## config.mk

```make
export PLATFORM = sky130hd
export DESIGN_NAME = lru_block_buffer_cache
export DESIGN_NICKNAME = d
export VERILOG_FILES = /design/src/hdl/lbc_pkg.sv /design/src/hdl/lru_block_buffer_cache.sv /design/src/hdl/lbc_ram.sv
export SDC_FILE = /design/constraint.sdc
export NUM_CORES = 1
export LEC_CHECK = 0
export ABC_AREA = 0
export BUFFER_PORTS_ARGS = -buffer_cell sky130_fd_sc_hd__buf_2
export CAP_MARGIN = 10
export CORE_UTILIZATION = 40
export CTS_BUF_LIST = sky130_fd_sc_hd__clkbuf_2
export CTS_CLUSTER_SIZE = 28
export DETAILED_ROUTE_END_ITERATION = 7
export PLACE_DENSITY = 0.65
export SETUP_SLACK_MARGIN = 0.02
export SYNTH_ARGS = -nofsm -noshare
export SYNTH_HDL_FRONTEND = slang
export SYNTH_SLANG_ARGS = --single-unit
```

## constraint.sdc

```tcl
create_clock -name clock -period 7.15 [get_ports clock]
set_input_delay 1.0725 -clock clock [delete_from_list [all_inputs] [get_ports clock]]
set_output_delay 1.0725 -clock clock [all_outputs]
set_load 0.02 [all_outputs]
```

## src/hdl/lbc_pkg.sv

```systemverilog
// shared constants, codes and the entry record of the block buffer cache
package lbc_pkg;

   localparam int ENTRIES     = 16;
   localparam int DEVICE_BITS = 8;
   localparam int BLOCK_BITS  = 24;
   localparam int COUNT_BITS  = 8;

   // fixed widths of the request and response fields
   localparam int DEVICE_FIELD_BITS = 8;
   localparam int BLOCK_FIELD_BITS  = 24;
   localparam int SLOT_BITS         = 4;
   localparam int STATUS_BITS       = 2;

   localparam int IDX_BITS = (ENTRIES > 1) ? $clog2(ENTRIES) : 1;
   localparam int CNT_BITS = IDX_BITS + 1;

   localparam logic MODE_ACQUIRE = 1'b0;
   localparam logic MODE_RELEASE = 1'b1;

   localparam logic [STATUS_BITS-1:0] STATUS_OK        = 2'd0;
   localparam logic [STATUS_BITS-1:0] STATUS_NO_FREE   = 2'd1;
   localparam logic [STATUS_BITS-1:0] STATUS_NOT_HELD  = 2'd2;
   localparam logic [STATUS_BITS-1:0] STATUS_SATURATED = 2'd3;

   typedef struct packed {
      logic                   assigned;
      logic [DEVICE_BITS-1:0] device;
      logic [BLOCK_BITS-1:0]  block;
      logic                   data_valid;
      logic [COUNT_BITS-1:0]  refs;
      logic [IDX_BITS-1:0]    rank;
   } entry_type;

   localparam int ENTRY_BITS = $bits(entry_type);

endpackage

```

## src/hdl/lru_block_buffer_cache.sv

```systemverilog
// top level of the block buffer cache tag and recency manager
//
// Request channel: a beat is taken at a rising edge where start is high and
// busy is low. req_mode selects acquire (device, block number) or release
// (slot). Busy stays high until the beat's response has been produced.
// Response channel: rsp_strobe is high for exactly one cycle with the
// result slot, hit, needs_fill and status; the receiver cannot hold it off.
// Every entry record (tag, count, recency rank) sits in one ram with a
// registered read; a flip-flop per entry marks it written, and an
// unwritten entry reads as its reset value, so no clearing pass is run.
// Acquire: a scan reads all ENTRIES records one a cycle, then the grant
// state writes the found or chosen entry back, if there is one.
// Release: one read of the slot, then no write if the slot is not held,
// one write, or, when the count drops to zero, a read-modify-write sweep
// of all entries to age the ranks; a slot out of range is answered unread.
// A new request can be taken in the cycle the strobe is shown.
// Reset (synchronous, active high) empties the cache: no entry assigned,
// all counts zero, entry i at recency rank i.
module lru_block_buffer_cache (
   input  logic                                  clock,
   input  logic                                  reset,
   input  logic                                  start,
   output logic                                  busy,
   input  logic                                  req_mode,
   input  logic [lbc_pkg::DEVICE_FIELD_BITS-1:0] req_device,
   input  logic [lbc_pkg::BLOCK_FIELD_BITS-1:0]  req_block_number,
   input  logic [lbc_pkg::SLOT_BITS-1:0]         req_slot,
   output logic                                  rsp_strobe,
   output logic [lbc_pkg::SLOT_BITS-1:0]         rsp_result_slot,
   output logic                                  rsp_hit,
   output logic                                  rsp_needs_fill,
   output logic [lbc_pkg::STATUS_BITS-1:0]       rsp_status
);

   localparam logic [2:0] ST_IDLE  = 3'd0;
   localparam logic [2:0] ST_SCAN  = 3'd1;
   localparam logic [2:0] ST_GRANT = 3'd2;
   localparam logic [2:0] ST_RCHK  = 3'd3;
   localparam logic [2:0] ST_SWEEP = 3'd4;

   localparam int IB = lbc_pkg::IDX_BITS;
   localparam int CB = lbc_pkg::CNT_BITS;

   logic [2:0]                          state_ff, state_in;
   logic [CB-1:0]                       idx_ff, idx_in;
   logic [IB-1:0]                       dat_idx_ff, dat_idx_in;
   logic                                dat_live_ff, dat_live_in;
   logic [lbc_pkg::DEVICE_BITS-1:0]     dev_ff, dev_in;
   logic [lbc_pkg::BLOCK_BITS-1:0]      blk_ff, blk_in;
   logic [lbc_pkg::SLOT_BITS-1:0]       slot_ff, slot_in;
   logic                                hit_ff, hit_in;
   logic [IB-1:0]                       hit_idx_ff, hit_idx_in;
   lbc_pkg::entry_type                  hit_rec_ff, hit_rec_in;
   logic                                vic_ff, vic_in;
   logic [IB-1:0]                       vic_idx_ff, vic_idx_in;
   logic [IB-1:0]                       vic_rank_ff, vic_rank_in;
   logic [IB-1:0]                       rank_ff, rank_in;
   logic [lbc_pkg::ENTRIES-1:0]         written_ff, written_in;
   logic                                rsp_strobe_ff, rsp_strobe_in;
   logic [lbc_pkg::SLOT_BITS-1:0]       rsp_slot_ff, rsp_slot_in;
   logic                                rsp_hit_ff, rsp_hit_in;
   logic                                rsp_fill_ff, rsp_fill_in;
   logic [lbc_pkg::STATUS_BITS-1:0]     rsp_status_ff, rsp_status_in;

   logic                                ram_wr_en;
   logic [IB-1:0]                       ram_wr_addr;
   lbc_pkg::entry_type                  ram_wr_data;
   logic                                ram_rd_en;
   logic [IB-1:0]                       ram_rd_addr;
   lbc_pkg::entry_type                  ram_rd_data;

   lbc_pkg::entry_type                  cur_rec;
   lbc_pkg::entry_type                  new_rec;
   logic                                cur_match;
   logic                                last_dat;
   logic                                issue_ok;

   lbc_ram #(
      .WIDTH (lbc_pkg::ENTRY_BITS),
      .DEPTH (lbc_pkg::ENTRIES)
   ) u_entry_ram (
      .clock   (clock),
      .wr_en   (ram_wr_en),
      .wr_addr (ram_wr_addr),
      .wr_data (ram_wr_data),
      .rd_en   (ram_rd_en),
      .rd_addr (ram_rd_addr),
      .rd_data (ram_rd_data)
   );

   // an entry never written reads as its reset value
   always_comb begin
      if (written_ff[dat_idx_ff]) begin
         cur_rec = ram_rd_data;
      end else begin
         cur_rec          = '0;
         cur_rec.rank     = dat_idx_ff;
      end
   end

   assign cur_match = cur_rec.assigned && (cur_rec.device == dev_ff) && (cur_rec.block == blk_ff);
   assign last_dat  = dat_live_ff && (dat_idx_ff == IB'(lbc_pkg::ENTRIES - 1));
   assign issue_ok  = idx_ff < CB'(lbc_pkg::ENTRIES);

   always_comb begin
      state_in      = state_ff;
      idx_in        = idx_ff;
      dat_idx_in    = dat_idx_ff;
      dat_live_in   = 1'b0;
      dev_in        = dev_ff;
      blk_in        = blk_ff;
      slot_in       = slot_ff;
      hit_in        = hit_ff;
      hit_idx_in    = hit_idx_ff;
      hit_rec_in    = hit_rec_ff;
      vic_in        = vic_ff;
      vic_idx_in    = vic_idx_ff;
      vic_rank_in   = vic_rank_ff;
      rank_in       = rank_ff;
      written_in    = written_ff;
      rsp_strobe_in = 1'b0;
      rsp_slot_in   = rsp_slot_ff;
      rsp_hit_in    = rsp_hit_ff;
      rsp_fill_in   = rsp_fill_ff;
      rsp_status_in = rsp_status_ff;
      ram_wr_en     = 1'b0;
      ram_wr_addr   = dat_idx_ff;
      ram_wr_data   = cur_rec;
      ram_rd_en     = 1'b0;
      ram_rd_addr   = idx_ff[IB-1:0];
      new_rec       = cur_rec;

      unique case (state_ff)
         ST_IDLE: begin
            if (start) begin
               dev_in  = lbc_pkg::DEVICE_BITS'(req_device);
               blk_in  = lbc_pkg::BLOCK_BITS'(req_block_number);
               slot_in = req_slot;
               if (req_mode == lbc_pkg::MODE_ACQUIRE) begin
                  idx_in   = '0;
                  hit_in   = 1'b0;
                  vic_in   = 1'b0;
                  state_in = ST_SCAN;
               end else if (32'(req_slot) >= lbc_pkg::ENTRIES) begin
                  rsp_strobe_in = 1'b1;
                  rsp_slot_in   = req_slot;
                  rsp_hit_in    = 1'b0;
                  rsp_fill_in   = 1'b0;
                  rsp_status_in = lbc_pkg::STATUS_NOT_HELD;
               end else begin
                  ram_rd_en   = 1'b1;
                  ram_rd_addr = IB'(req_slot);
                  dat_idx_in  = IB'(req_slot);
                  dat_live_in = 1'b1;
                  state_in    = ST_RCHK;
               end
            end
         end

         ST_SCAN: begin
            if (issue_ok) begin
               ram_rd_en   = 1'b1;
               dat_idx_in  = idx_ff[IB-1:0];
               dat_live_in = 1'b1;
               idx_in      = idx_ff + CB'(1);
            end
            if (dat_live_ff) begin
               if (cur_match && !hit_ff) begin
                  hit_in     = 1'b1;
                  hit_idx_in = dat_idx_ff;
                  hit_rec_in = cur_rec;
               end
               // oldest unreferenced entry wins, first one on a tie
               if ((cur_rec.refs == '0) && (!vic_ff || (cur_rec.rank > vic_rank_ff))) begin
                  vic_in      = 1'b1;
                  vic_idx_in  = dat_idx_ff;
                  vic_rank_in = cur_rec.rank;
               end
            end
            if (last_dat) begin
               state_in = ST_GRANT;
            end
         end

         ST_GRANT: begin
            rsp_strobe_in = 1'b1;
            state_in      = ST_IDLE;
            if (hit_ff) begin
               new_rec            = hit_rec_ff;
               new_rec.data_valid = 1'b1;
               if (hit_rec_ff.refs != '1) begin
                  new_rec.refs = hit_rec_ff.refs + lbc_pkg::COUNT_BITS'(1);
               end
               ram_wr_en   = 1'b1;
               ram_wr_addr = hit_idx_ff;
               ram_wr_data = new_rec;
               written_in[hit_idx_ff] = 1'b1;
               rsp_slot_in   = lbc_pkg::SLOT_BITS'(hit_idx_ff);
               rsp_hit_in    = 1'b1;
               rsp_fill_in   = !hit_rec_ff.data_valid;
               rsp_status_in = (hit_rec_ff.refs == '1) ? lbc_pkg::STATUS_SATURATED
                                                       : lbc_pkg::STATUS_OK;
            end else if (vic_ff) begin
               new_rec.assigned   = 1'b1;
               new_rec.device     = dev_ff;
               new_rec.block      = blk_ff;
               new_rec.data_valid = 1'b1;
               new_rec.refs       = lbc_pkg::COUNT_BITS'(1);
               new_rec.rank       = vic_rank_ff;
               ram_wr_en   = 1'b1;
               ram_wr_addr = vic_idx_ff;
               ram_wr_data = new_rec;
               written_in[vic_idx_ff] = 1'b1;
               rsp_slot_in   = lbc_pkg::SLOT_BITS'(vic_idx_ff);
               rsp_hit_in    = 1'b0;
               rsp_fill_in   = 1'b1;
               rsp_status_in = lbc_pkg::STATUS_OK;
            end else begin
               rsp_slot_in   = '0;
               rsp_hit_in    = 1'b0;
               rsp_fill_in   = 1'b0;
               rsp_status_in = lbc_pkg::STATUS_NO_FREE;
            end
         end

         ST_RCHK: begin
            rsp_slot_in = slot_ff;
            rsp_hit_in  = 1'b0;
            rsp_fill_in = 1'b0;
            if (cur_rec.refs == '0) begin
               rsp_strobe_in = 1'b1;
               rsp_status_in = lbc_pkg::STATUS_NOT_HELD;
               state_in      = ST_IDLE;
            end else if (cur_rec.refs == lbc_pkg::COUNT_BITS'(1)) begin
               // last reference gone: age the younger entries in a sweep
               rank_in  = cur_rec.rank;
               idx_in   = '0;
               state_in = ST_SWEEP;
            end else begin
               new_rec.refs  = cur_rec.refs - lbc_pkg::COUNT_BITS'(1);
               ram_wr_en     = 1'b1;
               ram_wr_data   = new_rec;
               written_in[dat_idx_ff] = 1'b1;
               rsp_strobe_in = 1'b1;
               rsp_status_in = lbc_pkg::STATUS_OK;
               state_in      = ST_IDLE;
            end
         end

         ST_SWEEP: begin
            if (issue_ok) begin
               ram_rd_en   = 1'b1;
               dat_idx_in  = idx_ff[IB-1:0];
               dat_live_in = 1'b1;
               idx_in      = idx_ff + CB'(1);
            end
            if (dat_live_ff) begin
               if (dat_idx_ff == IB'(slot_ff)) begin
                  new_rec.refs = '0;
                  new_rec.rank = '0;
               end else if (cur_rec.rank < rank_ff) begin
                  new_rec.rank = cur_rec.rank + IB'(1);
               end
               ram_wr_en   = 1'b1;
               ram_wr_data = new_rec;
               written_in[dat_idx_ff] = 1'b1;
            end
            if (last_dat) begin
               rsp_strobe_in = 1'b1;
               rsp_status_in = lbc_pkg::STATUS_OK;
               state_in      = ST_IDLE;
            end
         end

         default: begin
            state_in = ST_IDLE;
         end
      endcase
   end

   always_ff @(posedge clock) begin
      if (reset) begin
         state_ff      <= ST_IDLE;
         dat_live_ff   <= 1'b0;
         written_ff    <= '0;
         rsp_strobe_ff <= 1'b0;
      end else begin
         state_ff      <= state_in;
         dat_live_ff   <= dat_live_in;
         written_ff    <= written_in;
         rsp_strobe_ff <= rsp_strobe_in;
      end
      idx_ff        <= idx_in;
      dat_idx_ff    <= dat_idx_in;
      dev_ff        <= dev_in;
      blk_ff        <= blk_in;
      slot_ff       <= slot_in;
      hit_ff        <= hit_in;
      hit_idx_ff    <= hit_idx_in;
      hit_rec_ff    <= hit_rec_in;
      vic_ff        <= vic_in;
      vic_idx_ff    <= vic_idx_in;
      vic_rank_ff   <= vic_rank_in;
      rank_ff       <= rank_in;
      rsp_slot_ff   <= rsp_slot_in;
      rsp_hit_ff    <= rsp_hit_in;
      rsp_fill_ff   <= rsp_fill_in;
      rsp_status_ff <= rsp_status_in;
   end

   assign busy            = state_ff != ST_IDLE;
   assign rsp_strobe      = rsp_strobe_ff;
   assign rsp_result_slot = rsp_slot_ff;
   assign rsp_hit         = rsp_hit_ff;
   assign rsp_needs_fill  = rsp_fill_ff;
   assign rsp_status      = rsp_status_ff;

endmodule

```

## src/hdl/lbc_ram.sv

```systemverilog
// generic simple dual-port ram with registered read
module lbc_ram #(
   parameter int WIDTH = 8,
   parameter int DEPTH = 16
) (
   input  logic                           clock,
   input  logic                           wr_en,
   input  logic [$clog2(DEPTH)-1:0]       wr_addr,
   input  logic [WIDTH-1:0]               wr_data,
   input  logic                           rd_en,
   input  logic [$clog2(DEPTH)-1:0]       rd_addr,
   output logic [WIDTH-1:0]               rd_data
);

   logic [WIDTH-1:0] mem [DEPTH];

   always_ff @(posedge clock) begin
      if (wr_en) begin
         mem[wr_addr] <= wr_data;
      end
      if (rd_en) begin
         rd_data <= mem[rd_addr];
      end
   end

endmodule
```

==> results of run 1 <==
timing repair:
item,CTS,global route
hold buffers,41,0
endpoints found under the setup margin,0,0
setup buffers,0,0
gates resized for setup,0,0
hold endpoints to repair,61,0
registers in the layout, summed over array words and instances, names as in the netlist, 5 cells and up:
name	count
idx_ff	5
dev_ff	8
blk_ff	24
written_ff	16
hit_rec_ff	46
u_entry_ram.mem	736
u_entry_ram.rd_data	46
logic make-up after synthesis:
| group | share of synthesized area (%) |
|---|---|
| flip-flops | 73.5 |
| AND/OR/NAND/NOR | 5.89 |
| AO/OA/AOI/OAI | 5.85 |
| multiplexers | 11.8 |
| buffers and inverters | 2.04 |
| XOR/XNOR | 0.634 |
| adder cells (fa/ha/maj) | 0.302 |
metal layers:
layer / part of all wire (%) / vias up
met2: 48 / 1054
li1: - / 9151
met1: 42 / 10900
met4: 1.8 / 0
met3: 8.8 / 147
met5: 0 / -
area by class of cell:
cell class / count / area (um2)
clock inverter: 77 / 430
fill: 8037 / 50200
antenna: 7 / 17.5
multi-input combinational: 1038 / 9310
tap: 1243 / 1560
timing repair buffer: 160 / 1320
sequential: 920 / 27400
clock buffer: 311 / 1560
inverter: 42 / 158
worst reg2reg max path, delay by kind of cell (launching register included):
family | cells | cell delay, ns
and+or+nand+nor | 5 | 2.30
adders and majority gates | 1 | 0.32
buffers and inverters | 1 | 0.39
AOI/OAI and AO/OA | 3 | 1.14
muxes | 1 | 0.20
DFF | 1 | 0.94
placed cells by master, fill, tap and decap left out, types with 5 or more instances in the layout:
cell type      synthesis  routed
xnor2_1               14      14
and2_1                72      72
nor2_1               129     112
diode_2                0       7
a211oi_1              51      51
nor2_4                 1      18
o22ai_1               14      14
a22oi_1               29      29
nand4_1                7       7
and3_1                24      23
o221ai_1               6       6
a21oi_1               65      65
clkbuf_2               0     311
nand2_1              173     173
ha_1                   9       9
o21ai_1                1      10
edfxtp_1             899     899
buf_2                 27      49
nor3_1                11      11
dfxtp_1               21      21
buf_4                  3      57
clkinv_2               0       5
buf_12                 0      10
a31oi_1               66      66
clkinv_1               1      58
nand3_1               19      19
a22o_1                12      12
mux4_2               186     186
inv_1                 41      40
mux2i_1               14      10
a21o_1                 6       6
dlygate4sd3_1          0      41
nor2b_1                5       5
nand2b_1               5       5
xor2_1                13      13
o21ai_0               43      33
power by group through the flow:
stage / Sequential (uW) / Clock, uW / Combinational (uW)
finish: 6180 / 3380 / 1140
global placement: 6300 / 0 / 1090
CTS: 6180 / 3480 / 1140
global route: 6190 / 3750 / 1230
detailed placement: 6300 / 0 / 1120
floorplan: 6260 / 0 / 772
worst max path at each step:
| stage | slack, ns | start | endpoint |
|---|---|---|---|
| after global routing | 1.24 | dat_idx_ff[0] | u_entry_ram.mem[4][15] |
| after CTS | 1.61 | dat_idx_ff[0] | u_entry_ram.mem[4][15] |
| after floorplan | 1.87 | dat_idx_ff[0] | u_entry_ram.mem[4][0] |
| after detailed placement | 1.63 | dat_idx_ff[0] | u_entry_ram.mem[4][25] |
| after global placement | 1.75 | dat_idx_ff[0] | u_entry_ram.mem[4][25] |
| final | 1.50 | dat_idx_ff[0] | u_entry_ram.mem[4][15] |
stage by stage:
step	utilization (%)	setup WS [ns]	hold WS, ns
2_1_floorplan	-	1.87	0.436
3_3_place_gp	42.7	1.75	0.456
3_5_place_dp	42.7	1.63	0.466
4_1_cts	45.3	1.61	0.108
5_1_grt	45.4	1.24	0.160
6_report	45.4	1.50	0.319
==> flow_metrics.tcl, run 1 <==
set metrics [dict create \
    ys_ff_latch 920 \
    synth_edf_count 899 \
    r2r_slack_ns 1.50 \
    cpPeakStageDelay_ns 1.04 \
    cp_num_cells 11 \
    drv_slew 0 \
    power_frac_seq_pct 57.8 \
    path_class "reg2reg" \
    avgRoutedWirePerCell_um 23.7 \
    grt_use_met1_pct 26.3 \
    p_leak_uw 0.0141 \
    track_usage_pct 19.3 \
    p_per_area_nw_per_um2 256 \
    critPathLaunchType "flop" \
    min_path_type "in2reg" \
    hpwl_um 51900 \
    rsz0062_at_grt "false" \
    drc 0 \
    syn2layout_area_growth_pct 12.0 \
    synth.avg_cell_area_um2 17.6 \
    period_needed_ns 5.65 \
    fin_area_um2 41800 \
    vias_per_cell 5.59 \
    min_to "blk_ff[20]" \
    yosysWarnings 0 \
    cts_sinks 920 \
    worstPathArrival_ns 6.80 \
    path_clk_slew_ns 0.11 \
    grt_max_degree 87 \
    cts_root_buffer "clkbuf_2" \
    synth.most_common_cell "edfxtp_1" \
    grt_overflow_total 0 \
    use_met2_pct 30.7 \
    busiest_layer "met2" \
    tritoncts "built" \
    path_buf_inv 1 \
    setup_violations 0 \
    required_ns 8.30 \
    synth_top_area_share_pct 72.4 \
    die_w_um 307 \
    switchingPower_uw 2920 \
    portBuffers 49 \
    reg2reg_from "dat_idx_ff[0]" \
    vias 21200 \
    swShare_pct 27.3 \
    grt_pass1_vias 21900 \
    layout.cells.non_filler 3798 \
    maxCapViolCount 0 \
    crit_fanout 28 \
    rows 111 \
    coreArea_um2 91900 \
    fin_nets 2427 \
    dp.cells 3356 \
    hold_viol 0 \
    dpl_cell_area_um2 39300 \
    syn_inst 2116 \
    path_cells "mux2i_1 -> a22o_1 -> or3_4 -> nand2_2 -> nand2_1 -> ha_1 -> o21ai_2 -> a21o_1 -> nand3_1 -> nor2_4 -> buf_4" \
    grt_pass1_wl_um 135000 \
    fin_crit_sh_pct 79.0 \
    die-area_um2 94500 \
    p_int_uw 7780 \
    synth_top_area_cell "edfxtp_1" \
    slew_headroom_pct 17.9 \
    power_frac_comb_pct 10.7 \
    met3_usage_pct 4.53 \
    power_uw 10700 \
    syn-num-nets 2165 \
    crit_slowest_cell "nor2_4" \
    crit_family "simple AND/OR/NAND/NOR gates" \
    first_pass_iters 6 \
    initial_utilization_pct 40.6 \
    synth_ff_type "edfxtp_1" \
    skew_ns 0.168 \
    drive_gt1_share_pct 26.9 \
    ios 50 \
    htree_levels 4 \
    cts.path.max_buffers 3 \
    dieHeight_um 307 \
    drt-initial-drc-count 2162 \
    async_flop_share_pct 0 \
    worst_pin_slew_ns 1.23 \
    routed_wl_um 90000 \
    ant_nets 0 \
    synth.area.top_cells "edfxtp_1 (72%), mux4_2 (11%), nand2_1 (1.7%), nor2_1 (1.3%), and2_1 (1.2%)" \
    finalWeightedCongestion 0.857 \
    yosysSeqAreaShare_pct 73.5 \
    clock_latency_ns 1.51 \
    setup_tns_ns 0 \
    outcome "finished, final reports clean" \
    cts_buffers 216 \
    crit_path_end_kind "flop" \
    worstRegToRegCells 11 \
    min_from "req_block_number[20]" \
    grt_antenna_before_repair 2 \
    synthesis.area_um2 37300 \
    hold_depth 2 \
    ir_drop_uv 158 \
    synth_cell_type_count 70 \
    reg2reg_to "u_entry_ram.mem[4][15]" \
    clkPwrFrac_pct 31.6 \
    synth_top_cells_by_count "edfxtp_1 (899), mux4_2 (186), nand2_1 (173)" \
    fmax_mhz 177 \
]
No activity file was read; power rests on OpenSTA's default activity.
==> run 2: changes to the inputs <==
==> constraint.sdc (replaced) <==
create_clock -name clock -period 5.28 [get_ports clock]
set_input_delay 0.792 -clock clock [delete_from_list [all_inputs] [get_ports clock]]
set_output_delay 0.792 -clock clock [all_outputs]
set_load 0.02 [all_outputs]
==> run 2 against run 1 <==
Net effect: clock-buffer cell count is 10 higher; core utilization rose by 0.63 points; wire length increased by 4.3%; sequential power up 36%; final cell count rose by 1.6%; total power grew 37%; combinational power increased by 41%; die area stayed put; worst setup slack lost 1.2 ns; fmax rose by 13%; first-iteration DRC count rose by 19%; clock power is 38% higher; critical path type unchanged.
==> flow_metrics.tcl, run 2 (synthesis gave the netlist of run 1 again) <==
set metrics [dict create \
    outcome "finished, final reports clean" \
    finalWeightedCongestion 0.881 \
    path_clk_slew_ns 0.10 \
    layout_common_cells "edfxtp_1 (899), clkbuf_2 (321), mux4_2 (186)" \
    grt_max_degree 62 \
    slew_headroom_pct 17.7 \
    initial_utilization_pct 40.6 \
    drt-initial-drc-count 2577 \
    reg_top3 "u_entry_ram.mem x736, hit_rec_ff x46, u_entry_ram.rd_data x46" \
    fillers 8014 \
    avgRoutedWirePerCell_um 24.3 \
    path_class "reg2reg" \
    path_buf_inv 1 \
    grt_pass1_wl_um 139000 \
    fin_crit_sh_pct 94.4 \
    vias_per_cell 5.64 \
    mostFrequentLayoutCell "edfxtp_1" \
    tritoncts "built" \
    ctsResizeCount 0 \
    critPathLaunchType "flop" \
    maxCapViolCount 0 \
    hold_viol 0 \
    register_area_um2 27400 \
    ant_nets 0 \
    dieHeight_um 307 \
    required_ns 6.32 \
    ios 50 \
    skew_ns 0.154 \
    rsz0062_at_grt "false" \
    min_path_type "in2reg" \
    cts_buffers 222 \
    track_usage_pct 20.0 \
    coreArea_um2 91900 \
    hpwl_um 55800 \
    cts_root_buffer "clkbuf_2" \
    crit_slowest_cell "edfxtp_1" \
    p_per_area_nw_per_um2 346 \
    ir_drop_uv 192 \
    min_from "req_slot[3]" \
    cts_sinks 920 \
    worst_pin_slew_ns 1.23 \
    fin_nets 2498 \
    drc 0 \
    syn2layout_area_growth_pct 13.5 \
    fin_area_um2 42300 \
    layout.cells.non_filler 3860 \
    crit_start "dat_idx_ff[0]" \
    cpPeakStageDelay_ns 0.95 \
    grt_antenna_before_repair 5 \
    dp.cells 3391 \
    dpl_cell_area_um2 39500 \
    setup_tns_ns 0 \
    die-area_um2 94500 \
    grt_overflow_total 0 \
    post_cts_buffers 0 \
    crit_path_end_kind "flop" \
    first_pass_iters 5 \
    drive_gt1_share_pct 27.9 \
    cts.path.max_buffers 3 \
    grt_pass1_vias 22000 \
    setup_violations 0 \
    crit_fanout 30 \
    reg2reg_from "dat_idx_ff[0]" \
    crit_family "simple AND/OR/NAND/NOR gates" \
    vias 21800 \
    p_leak_uw 0.0144 \
    routed_wl_um 93800 \
    portBuffers 49 \
    drv_slew 0 \
    htree_levels 4 \
    largest_register_ffs 736 \
    path_cells "mux2i_1 -> a22o_1 -> or3_4 -> nand2_2 -> nand2_1 -> ha_1 -> o21ai_2 -> a21o_1 -> nand3_1 -> nor2_4 -> buf_4" \
    fmax_mhz 201 \
    clock_latency_ns 1.54 \
    worstPathArrival_ns 6.03 \
    period_needed_ns 4.99 \
    largest-register "u_entry_ram.mem" \
    multi_input_area_um2 9320 \
    die_w_um 307 \
    rows 111 \
]
## run 2: final cells by class
class                      count  share of cell area [%]
multi-input combinational   1038                    22.0
clock buffer                 321                    3.79
inverter                      42                   0.372
clock inverter                68                   0.969
antenna                        3                  0.0177
sequential                   920                    64.8
timing repair buffer         225                    4.41
tap                         1243                    3.67
## run 2: what timing repair did
action                     4_1_cts  5_1_grt
hold buffers                    75        0
hold endpoints to repair        73        0
setup endpoints to repair        0        0
## run 2: routing by layer
| layer | track usage [%] | wire length, um |
|---|---|---|
| met5 | 0 | 0 |
| met4 | 6.75 | 2170 |
| met3 | 5.13 | 8540 |
| met2 | 31.3 | 44100 |
| met1 | 27.4 | 39000 |
## run 2: through the flow
stage	hold WS, ns	utilization, %	setup WS (ns)	total power, uW
floorplan	0.436	-	0.00444	9520
global placement	0.453	43.0	0.502	10100
detailed placement	0.463	43.0	0.398	10100
CTS	0.0123	46.0	0.396	14800
global route	0.133	46.0	0.136	15300
finish	0.193	46.0	0.294	14700
## run 2: path summary, 6_finish.rpt
kind	cells after the start	slack [ns]	endpoint
hold / removal	2	0.19	slot_ff[3]
setup reg to reg	11	0.29	u_entry_ram.mem[6][23]
hold reg to reg	2	0.49	written_ff[13]
setup / recovery	11	0.29	u_entry_ram.mem[6][23]
## run 2: power by group
part / leakage [uW] / internal (uW) / switching (uW)
logic: 0.00440 / 619 / 995
registers: 0.00849 / 8260 / 123
clock network: 0.00153 / 1820 / 2850
